==> config.mk <==
export PLATFORM = sky130hd
export DESIGN_NAME = epsilon_closure_engine
export DESIGN_NICKNAME = d
export VERILOG_FILES = /design/src/design/ece_pkg.sv /design/src/design/ece_pick_unit.sv /design/src/design/epsilon_closure_engine.sv
export VERILOG_INCLUDE_DIRS = /design/src /design/src/design
export SDC_FILE = /design/constraint.sdc
export NUM_CORES = 1
export LEC_CHECK = 0
export BUFFER_PORTS_ARGS = -buffer_cell sky130_fd_sc_hd__buf_4
export CAP_MARGIN = 0
export CELL_PAD_IN_SITES_DETAIL_PLACEMENT = 1
export CELL_PAD_IN_SITES_GLOBAL_PLACEMENT = 2
export CORE_MARGIN = 4
export CORE_UTILIZATION = 45
export DETAILED_ROUTE_END_ITERATION = 10
export PLACE_DENSITY_LB_ADDON = 0.1
export SYNTH_ARGS = -nofsm -noshare
export SYNTH_HDL_FRONTEND = slang
export SYNTH_SLANG_ARGS = --single-unit
export TNS_END_PERCENT = 1
==> constraint.sdc <==
create_clock -name i_clk -period 9.3 [get_ports i_clk]
set_clock_uncertainty 0.1 [all_clocks]
set_input_delay 0.93 -clock i_clk [delete_from_list [all_inputs] [get_ports i_clk]]
set_output_delay 0.93 -clock i_clk [all_outputs]
set_load 0.01 [all_outputs]
==> src/design/epsilon_closure_engine_macros.svh <==
// assertion helpers for the epsilon closure engine
// each one samples on i_clk and is switched off while i_rst_n is low
`ifndef EPSILON_CLOSURE_ENGINE_MACROS_SVH
`define EPSILON_CLOSURE_ENGINE_MACROS_SVH

`ifndef NO_ASSERTIONS

// condition must never hold
`define ECE_ASSERT_NEVER(label, expr, msg) \
    label: assert property (@(posedge i_clk) disable iff (!i_rst_n) !(expr)) \
        else $error(msg);

// consequent must hold in the same cycle as the antecedent
`define ECE_ASSERT_IMPLY(label, ante, cons, msg) \
    label: assert property (@(posedge i_clk) disable iff (!i_rst_n) (ante) |-> (cons)) \
        else $error(msg);

// consequent must hold in the cycle after the antecedent
`define ECE_ASSERT_NEXT(label, ante, cons, msg) \
    label: assert property (@(posedge i_clk) disable iff (!i_rst_n) (ante) |=> (cons)) \
        else $error(msg);

`else

`define ECE_ASSERT_NEVER(label, expr, msg)
`define ECE_ASSERT_IMPLY(label, ante, cons, msg)
`define ECE_ASSERT_NEXT(label, ante, cons, msg)

`endif

`endif

==> src/design/ece_pkg.sv <==
`timescale 1ns / 1ps

package ece_pkg;

    // table size default
    localparam int NUM_STATES_DEF = 16;

    // fixed field widths
    localparam int IDX_IN_W = 4;
    localparam int TGT_W    = 16;
    localparam int MASK_W   = 16;
    localparam int CNT_W    = 5;
    localparam int ACT_W    = 5;

    // packed stream widths
    localparam int S_TDATA_W = 24;
    localparam int M_TDATA_W = 24;

    // active state count after reset
    localparam logic [ACT_W-1:0] ACTIVE_RST = 5'd16;

    // request kinds carried in tuser
    typedef enum logic {
        REQ_WRITE = 1'b0,
        REQ_QUERY = 1'b1
    } t_req_e;

endpackage

==> src/design/ece_pick_unit.sv <==
`timescale 1ns / 1ps

// lowest-set-bit picker shared by every expansion step
module ece_pick_unit
    import ece_pkg::*;
#(
    parameter int NUM_STATES = NUM_STATES_DEF,
    localparam int IDX_W     = $clog2(NUM_STATES)
) (
    input  logic [NUM_STATES-1:0] i_pending,
    output logic [NUM_STATES-1:0] o_onehot,
    output logic [IDX_W-1:0]      o_index,
    output logic                  o_any
);

    // isolate the lowest pending bit with one add
    assign o_onehot = i_pending & (~i_pending + NUM_STATES'(1));
    assign o_any    = |i_pending;

    // encode the one-hot position
    always_comb begin
        o_index = '0;
        for (int i = 0; i < NUM_STATES; i++) begin
            if (o_onehot[i]) begin
                o_index = o_index | IDX_W'(i);
            end
        end
    end

endmodule

==> src/design/epsilon_closure_engine.sv <==
`timescale 1ns / 1ps

// Epsilon closure engine.
// Input stream (s_axis): tuser selects the request. A write word (tuser 0) stores
// edge_targets as the epsilon row of state_index; it gives no result. A query word
// (tuser 1) names a start state; the engine then expands one pending state per
// cycle through a single picker and a one-port row memory. The closure holds no
// state for an inactive start and at most 16 for the default table. s_axis_tready
// is low from the query until the result is loaded into the output register; the
// result word turns valid at the same edge at which the engine returns to idle and
// can take the next word.
// Output stream (m_axis): one word per query, closure_mask and member_count. The
// result sits in an output register, so a new word is taken while it waits; a
// finished query that finds the register still full holds until the receiver
// takes the earlier word.
// Configuration: i_cfg_we writes active_states (reset 16); write it only when idle.
// Reset (synchronous, i_rst_n low) clears every row to no transitions at once by
// per-row valid bits, empties the output register and returns to idle.
module epsilon_closure_engine
    import ece_pkg::*;
#(
    parameter int NUM_STATES = NUM_STATES_DEF
) (
    input  logic                 i_clk,
    input  logic                 i_rst_n,
    // configuration
    input  logic                 i_cfg_we,
    input  logic [ACT_W-1:0]     i_cfg_wdata,
    // request stream
    input  logic                 s_axis_tvalid,
    output logic                 s_axis_tready,
    // [3:0] state_index, [19:4] edge_targets, [23:20] zero
    input  logic [S_TDATA_W-1:0] s_axis_tdata,
    // [0] req_type
    input  logic                 s_axis_tuser,
    // result stream
    output logic                 m_axis_tvalid,
    input  logic                 m_axis_tready,
    // [15:0] closure_mask, [20:16] member_count, [23:21] zero
    output logic [M_TDATA_W-1:0] m_axis_tdata
);

    `include "epsilon_closure_engine_macros.svh"

    localparam int IDX_W  = $clog2(NUM_STATES);
    localparam int IDXX_W = (IDX_W > IDX_IN_W) ? IDX_W : IDX_IN_W;
    localparam int EXT_W  = (NUM_STATES > TGT_W) ? NUM_STATES : TGT_W;

    typedef enum logic [1:0] {
        S_IDLE,
        S_RUN,
        S_HOLD
    } t_state_e;

    t_state_e               r_state;
    logic [ACT_W-1:0]       r_active;
    logic [NUM_STATES-1:0]  r_row_valid;
    logic [NUM_STATES-1:0]  r_included;
    logic [NUM_STATES-1:0]  r_expanded;
    logic [CNT_W-1:0]       r_count;
    logic                   r_rd_pend;
    logic                   r_rd_vld;
    logic [NUM_STATES-1:0]  r_rd_data;
    logic                   r_out_valid;
    logic [MASK_W-1:0]      r_out_mask;
    logic [CNT_W-1:0]       r_out_count;

    logic [NUM_STATES-1:0]  row_mem [NUM_STATES];

    logic [IDX_IN_W-1:0]    in_idx;
    logic [TGT_W-1:0]       in_targets;
    logic [IDXX_W-1:0]      in_idx_ext;
    logic [IDX_W-1:0]       wr_addr;
    logic [NUM_STATES-1:0]  wr_row;
    logic [EXT_W-1:0]       targets_ext;
    logic                   in_accept;
    logic                   wr_en;
    logic                   idx_in_table;
    logic [NUM_STATES-1:0]  act_mask;
    logic [NUM_STATES-1:0]  start_mask;
    logic [NUM_STATES-1:0]  n_included;
    logic [NUM_STATES-1:0]  pending;
    logic [NUM_STATES-1:0]  pick_onehot;
    logic [IDX_W-1:0]       pick_index;
    logic                   pick_any;
    logic                   rd_en;
    logic                   out_free;
    logic                   out_load;
    logic [EXT_W-1:0]       closure_ext;

    // unpack the request word
    assign in_idx      = s_axis_tdata[IDX_IN_W-1:0];
    assign in_targets  = s_axis_tdata[IDX_IN_W +: TGT_W];
    assign in_idx_ext  = IDXX_W'(in_idx);
    assign wr_addr     = in_idx_ext[IDX_W-1:0];
    assign targets_ext = EXT_W'(in_targets);
    assign wr_row      = targets_ext[NUM_STATES-1:0];
    assign idx_in_table = (int'(in_idx) < NUM_STATES);

    assign s_axis_tready = (r_state == S_IDLE);
    assign in_accept     = s_axis_tvalid && s_axis_tready;
    assign wr_en         = in_accept && (t_req_e'(s_axis_tuser) == REQ_WRITE) && idx_in_table;

    // active states and the start state as masks
    always_comb begin
        for (int i = 0; i < NUM_STATES; i++) begin
            act_mask[i]   = (i < int'(r_active));
            start_mask[i] = (int'(in_idx) == i);
        end
    end

    // fold in the row read last cycle, a row never written reads as no transitions
    assign n_included = r_included |
                        ((r_rd_pend && r_rd_vld) ? (r_rd_data & act_mask) : '0);
    assign pending    = n_included & ~r_expanded;

    ece_pick_unit #(
        .NUM_STATES (NUM_STATES)
    ) u_pick (
        .i_pending (pending),
        .o_onehot  (pick_onehot),
        .o_index   (pick_index),
        .o_any     (pick_any)
    );

    assign rd_en    = (r_state == S_RUN) && pick_any;
    assign out_free = !r_out_valid || m_axis_tready;
    assign out_load = (((r_state == S_RUN) && !pick_any) || (r_state == S_HOLD)) && out_free;

    // row memory, one write or one read a cycle
    always_ff @(posedge i_clk) begin
        if (wr_en) begin
            row_mem[wr_addr] <= wr_row;
        end
        if (rd_en) begin
            r_rd_data <= row_mem[pick_index];
        end
    end

    // sequencer, valid bits and output register
    always_ff @(posedge i_clk) begin
        if (!i_rst_n) begin
            r_state     <= S_IDLE;
            r_active    <= ACTIVE_RST;
            r_row_valid <= '0;
            r_included  <= '0;
            r_expanded  <= '0;
            r_count     <= '0;
            r_rd_pend   <= 1'b0;
            r_rd_vld    <= 1'b0;
            r_out_valid <= 1'b0;
        end else begin
            if (i_cfg_we) begin
                r_active <= i_cfg_wdata;
            end
            if (wr_en) begin
                r_row_valid[wr_addr] <= 1'b1;
            end
            // output register load or drain
            if (out_load) begin
                r_out_valid <= 1'b1;
                r_out_mask  <= closure_ext[MASK_W-1:0];
                r_out_count <= r_count;
            end else if (m_axis_tready) begin
                r_out_valid <= 1'b0;
            end
            unique case (r_state)
                S_IDLE: begin
                    if (in_accept && (t_req_e'(s_axis_tuser) == REQ_QUERY)) begin
                        r_included <= start_mask & act_mask;
                        r_expanded <= '0;
                        r_count    <= '0;
                        r_rd_pend  <= 1'b0;
                        r_state    <= S_RUN;
                    end
                end
                S_RUN: begin
                    r_included <= n_included;
                    if (pick_any) begin
                        r_expanded <= r_expanded | pick_onehot;
                        r_count    <= r_count + CNT_W'(1);
                        r_rd_pend  <= 1'b1;
                        r_rd_vld   <= r_row_valid[pick_index];
                    end else begin
                        r_rd_pend <= 1'b0;
                        if (out_free) begin
                            r_state <= S_IDLE;
                        end else begin
                            r_state <= S_HOLD;
                        end
                    end
                end
                S_HOLD: begin
                    if (out_free) begin
                        r_state <= S_IDLE;
                    end
                end
                default: begin
                    r_state <= S_IDLE;
                end
            endcase
        end
    end

    // closure word for the output register
    assign closure_ext = EXT_W'(n_included);

    assign m_axis_tvalid = r_out_valid;
    assign m_axis_tdata  = {(M_TDATA_W - MASK_W - CNT_W)'(0), r_out_count, r_out_mask};

    // checks
    `ECE_ASSERT_NEVER(a_expanded_in_closure, |(r_expanded & ~r_included),
        "expanded state missing from closure")
    `ECE_ASSERT_IMPLY(a_count_matches, r_state == S_RUN,
        $countones(r_expanded) == int'(r_count), "member count out of step")
    `ECE_ASSERT_NEVER(a_hold_out_full, (r_state == S_HOLD) && !r_out_valid,
        "holding a result with the output register empty")

endmodule
==> impl_metrics.ini, run 1 <==
[run_status]
status = finished clean

[clock_tree]
hold_buffers = 0
clkTransAtPathRegs_ps = 50
htreeDepth = 2
cts_max_path_buffers = 3
root_buffer = clkbuf_16
cts_tree = built
cts.sinks = 356
cts_resized = 0
clk_latency_ps = 540
cts_setup_buffers = 0
cts-buffers-inserted = 39

[logic_synthesis]
ys_types = 71
synthesis.area_um2 = 14700
async_reset_ff_frac = 0
avgSynthCellArea_um2 = 12.8
ys_seq_elements = 356
synthCells = 1148
synth_edf_count = 293
yosys_warnings = 0
yosysSeqAreaShare = 0.683
synthFlopType = edfxtp_1

[floorplanning]
initial_core_util = 0.462
die-area_um2 = 35700
core_um2 = 31900
die_width_um = 189
die_h_um = 189
num_io_pins = 61
rows = 65

[power_and_ir_drop]
p_leak_nw = 5.86
seq_power_share = 0.467
p_comb_frac = 0.139
ir_worst_vdd_v = 0.000160
p_per_area_nw_per_um2 = 226
p_switching_w = 0.000991
swShare = 0.259
clockPowerShare = 0.394
cell_internal_pwr_w = 0.00283

[setup_path]
crit_family = simple AND/OR/NAND/NOR gates
crit_type = flop to flop
arrival_ps = 5400
cp_num_buf_inv = 2
worst_path_max_delay_cell = or4_4
slowest_delay_ps = 680
required_ps = 9460
worstPathMaxFanout = 50
worst_setup_path_start_kind = flop
crit_path_cell_trace = or4_4 -> a31oi_2 -> inv_1 -> a21oi_1 -> and4b_1 -> and3_1 -> or2_4 -> buf_4 -> mux2i_1 -> a22oi_1 -> nand3_1
end_kind = flop

[global_routing]
grt_pass1_wl_um = 60200
grt_pass1_vias = 9663
grt_usage = 0.222
overflow = 0
grt_max_degree = 133
antenna_found_initial = 0

[finish]
multi_input_area_um2 = 4390
final_cell_area_um2 = 16900
final_common_cell = edfxtp_1
seq_area_um2 = 10100
finalNetCount = 1233
area_growth_pct = 14.7
drive_above_1_share = 0.139
final_cell_mix = 293 x edfxtp_1, 182 x nand2_1, 110 x mux2i_1
fillers = 3202

[sta]
max_freq_ghz = 0.191
maxSlewHeadroom = 0.287
worstMarginPinSlew_ps = 1070
fin_crit_sh = 0.563
fin_tns_setup_ps = 0
timing.final.hold_violations = 0
whs_ps = 352
drv_slew = 0
min_period_ps = 5240
rsz0062_at_grt = no
setup_viol = 0

[route]
drc = 0
wl_um = 39600
drtAntennaViolNets = 0
drtPass1Iterations = 5
drt_iter0_markers = 708
vias = 9399
vias_per_cell = 5.66
post_drt_wl_per_cell_um = 23.8

[job]
drv_cap = 0

[placement]
place_area_um2 = 15600
gp_congestion = 0.820
numPortBuffers = 53
place.detailed.hpwl_um = 23400

[worst_hold_path]
hp-class = flop to flop
final timing paths:
check,slack [ps],to,cells past startpoint,start
max,4060,r_rd_data[12]$_DFFE_PP_,11,r_active[4]$_SDFFE_PN1P_
min,350,r_out_count[4]$_DFFE_PP_,0,r_count[4]$_SDFFE_PN0P_
max reg2reg,4060,r_rd_data[12]$_DFFE_PP_,11,r_active[4]$_SDFFE_PN1P_
min reg2reg,350,r_out_count[4]$_DFFE_PP_,0,r_count[4]$_SDFFE_PN0P_
layout make-up:
type	instances	area share
multi-input cells	707	0.260
clock buffers	49	0.0600
clock inverters	21	0.0131
well taps	435	0.0322
diodes	1	0.000148
repair buffers	76	0.0345
inverters	17	0.00393
flip-flops and latches	356	0.596
cells in the mapped netlist (5+ instances only):
library cell | n | area (um^2)
edfxtp_1 | 293 | 8800
nand2_1 | 182 | 683
nor2_1 | 122 | 458
mux2i_1 | 110 | 1100
dfxtp_1 | 63 | 1260
nand3_1 | 58 | 290
o2111ai_1 | 33 | 289
clkbuf_1 | 29 | 109
a21oi_1 | 27 | 135
buf_2 | 24 | 120
a31oi_1 | 18 | 113
a22oi_1 | 17 | 128
inv_1 | 16 | 60.1
a211oi_1 | 11 | 82.6
nor3_1 | 10 | 50.1
o21ai_0 | 10 | 50.1
buf_1 | 9 | 33.8
nand2b_1 | 8 | 50.1
buf_4 | 7 | 52.6
nand4_1 | 7 | 43.8
a41oi_1 | 6 | 52.6
a21o_1 | 5 | 37.5
and3_1 | 5 | 31.3
cells by family (layout without fill, tap and decap cells):
kind of cell / count (synthesis) / after routing / synth area share
compound gates: 170 / 170 / 0.0878
simple gates: 420 / 420 / 0.125
other cells: 1 / 4 / 0.000255
xor+xnor: 3 / 3 / 0.00178
flops: 356 / 356 / 0.683
fa+ha+maj: 1 / 1 / 0.000850
buf+inv: 87 / 163 / 0.0267
mux: 110 / 110 / 0.0748
power groups by stage:
stage,clock [W],sequential (W),combinational (W)
2_1_floorplan,0,0.00181,0.000359
3_3_place_gp,0,0.00182,0.000529
3_5_place_dp,0,0.00182,0.000535
4_1_cts,0.00154,0.00178,0.000536
5_1_grt,0.00162,0.00178,0.000583
6_report,0.00150,0.00178,0.000531
worst register-to-register path: cells and delay by family, from the launching register on:
family,cells,cell delay [ps]
and+or+nand+nor,5,2180
muxes,1,160
AOI/OAI and AO/OA,3,1130
DFF,1,610
buffers and inverters,2,800
per-stage QoR:
step / util / instances / power, W / setup WS [ps]
after floorplan: - / 1150 / 0.00217 / 5340
after global placement: 0.491 / 1591 / 0.00235 / 4110
after detailed placement: 0.491 / 1591 / 0.00235 / 4080
after CTS: 0.529 / 1661 / 0.00386 / 4050
after global routing: 0.529 / 1661 / 0.00399 / 3760
final: 0.530 / 1662 / 0.00382 / 4060
per-layer routing:
metal  track usage  vias up  routed length (um)
met5             0        -                   0
li1              -     4393                   -
met1         0.295     4734               17300
met2         0.384      210               19800
met4        0.0572        0                 969
met3        0.0332       62                1540
state kept, by name, indices dropped and copies added (netlist names):
name           flops
r_state            2
r_count            5
r_active           5
r_expanded        16
r_row_valid       16
m_axis_tvalid      1
r_out_count        5
r_included        16
r_rd_pend          1
row_mem          256
r_rd_data         16
r_rd_vld           1
r_out_mask        16
Note: power is estimated with default switching activity, not from simulation.
==> inputs of run 2 (changes only) <==
--- a/config.mk
+++ b/config.mk
@@ -11,7 +11,7 @@
 export CELL_PAD_IN_SITES_DETAIL_PLACEMENT = 1
 export CELL_PAD_IN_SITES_GLOBAL_PLACEMENT = 2
 export CORE_MARGIN = 4
-export CORE_UTILIZATION = 45
+export CORE_UTILIZATION = 43
 export DETAILED_ROUTE_END_ITERATION = 10
 export PLACE_DENSITY_LB_ADDON = 0.1
 export SYNTH_ARGS = -nofsm -noshare
==> constraint.sdc (replaced) <==
create_clock -name i_clk -period 4.83 [get_ports i_clk]
set_clock_uncertainty 0.1 [all_clocks]
set_input_delay 0.483 -clock i_clk [delete_from_list [all_inputs] [get_ports i_clk]]
set_output_delay 0.483 -clock i_clk [all_outputs]
set_load 0.01 [all_outputs]
==> run 2 against run 1 <==
Register-to-register slack got worse by 3300 ps; die area increased by 4.5%; non-clock buffer count increased by 19; sequential cell count unchanged; first-iteration DRC count decreased by 19%; clock power increased by 97%; cell count increased by 1.9%; maximum frequency increased by 27%; hold slack got worse by 280 ps; cell area increased by 1.6%; core utilization decreased by 1.9 points; critical path depth increased by 1; critical endpoint is now r_rd_data[1]$_DFFE_PP_.
==> impl_metrics.ini, run 2 (same netlist as run 1, synthesis figures left out) <==
[run_status]
status = finished clean

[finish]
area_growth_pct = 16.5
drive_above_1_share = 0.153
largest-register = row_mem
final_common_cell = edfxtp_1
seq_area_um2 = 10100
finish.utilization = 0.510
largest_reg_flops = 256
fillers = 3354
n_antenna_cell = 0
finalNetCount = 1253
multi_input_area_um2 = 4380
final_cell_mix = 293 x edfxtp_1, 182 x nand2_1, 110 x mux2i_1
final_cell_area_um2 = 17200

[clock_tree]
clkTransAtPathRegs_ps = 60
cts_max_path_buffers = 3
cts_tree = built
hold_buffers = 0
cts-buffers-inserted = 40
clk_latency_ps = 540
cts_resized = 0
root_buffer = clkbuf_16
cts_setup_buffers = 0
cts.sinks = 356
htreeDepth = 2

[sta]
timing.final.hold_violations = 0
fin_crit_sh = 0.851
maxSlewHeadroom = 0.329
fin_tns_setup_ps = 0
drv_slew = 0
setup_viol = 0
setup_ws_ps = 719
rsz0062_at_grt = no
max_freq_ghz = 0.243
worstMarginPinSlew_ps = 1000
min_period_ps = 4110

[route]
drtAntennaViolNets = 0
drt_iter0_markers = 577
wl_um = 40000
drtPass1Iterations = 5
vias = 9460
vias_per_cell = 5.58
drc = 0
post_drt_wl_per_cell_um = 23.6

[placement]
place.detailed.hpwl_um = 24600
numPortBuffers = 53
gp_congestion = 0.831
place_area_um2 = 15900
dp_slack_ps = 767

[global_routing]
antenna_found_initial = 0
grt_usage = 0.217
grt_max_degree = 68
overflow = 0
grt_pass1_wl_um = 60300
grt_pass1_vias = 9710

[setup_path]
worstPathMaxFanout = 49
required_ps = 5000
end_kind = flop
arrival_ps = 4290
crit_type = flop to flop
worst_setup_path_start_kind = flop

[job]
drv_cap = 0

[floorplanning]
rows = 67
die_width_um = 193
core_um2 = 33600
num_io_pins = 61
die_h_um = 193
initial_core_util = 0.438
die-area_um2 = 37300

[worst_hold_path]
hp-class = primary input to flop

[power_and_ir_drop]
ir_worst_vdd_v = 0.000325
p_leak_nw = 6.01
p_total_w = 0.00745
p_per_area_nw_per_um2 = 434
-- run 2: area by class of cell --
type / instances / share of cell area
sequential: 356 / 0.586
multi-input combinational: 707 / 0.255
clock buffer: 52 / 0.0652
timing repair buffer: 95 / 0.0467
tap: 448 / 0.0327
clock inverter: 19 / 0.0101
inverter: 17 / 0.00386
-- run 2: final timing paths --
check                                              start                        to  slack (ps)  depth (start not counted)
worst max-delay path            r_active[2]$_SDFFE_PN0P_    r_rd_data[1]$_DFFE_PP_         720                         12
worst min-delay path                      i_cfg_wdata[4]  r_active[4]$_SDFFE_PN1P_          70                          3
worst max register to register  r_active[2]$_SDFFE_PN0P_    r_rd_data[1]$_DFFE_PP_         720                         12
worst min register to register   r_count[4]$_SDFFE_PN0P_  r_out_count[4]$_DFFE_PP_         350                          0
-- run 2: metrics by stage --
step | hold slack, ps | instances
final | 70.3 | 1694
after global routing | 69.3 | 1694
after CTS | 52.0 | 1694
after detailed placement | 339 | 1623
after global placement | 340 | 1623
after floorplan | 328 | 1150
-- run 2: where the power goes --
| part | internal, W | switching, W |
|---|---|---|
| Combinational | 0.000387 | 0.000686 |
| Sequential | 0.00339 | 0.0000392 |
| Clock | 0.00174 | 0.00120 |
-- run 2: critical path: stages (launching register included) --
cell	delay [ps]
dfxtp_1	510
or4_4	600
a31oi_2	310
inv_1	120
a21oi_1	170
buf_4	180
and4b_1	320
and3_1	320
or2_4	350
buf_12	300
mux2i_1	130
a22oi_1	280
nand3_1	120
-- run 2: metal layers --
layer  global-route usage  vias to the layer above  share of wire
met3               0.0333                       74          0.038
met1                0.279                     4769           0.42
met4               0.0703                        0          0.031
met2                0.380                      195           0.51
met5                    0                        -              0
li1                     -                     4422              -
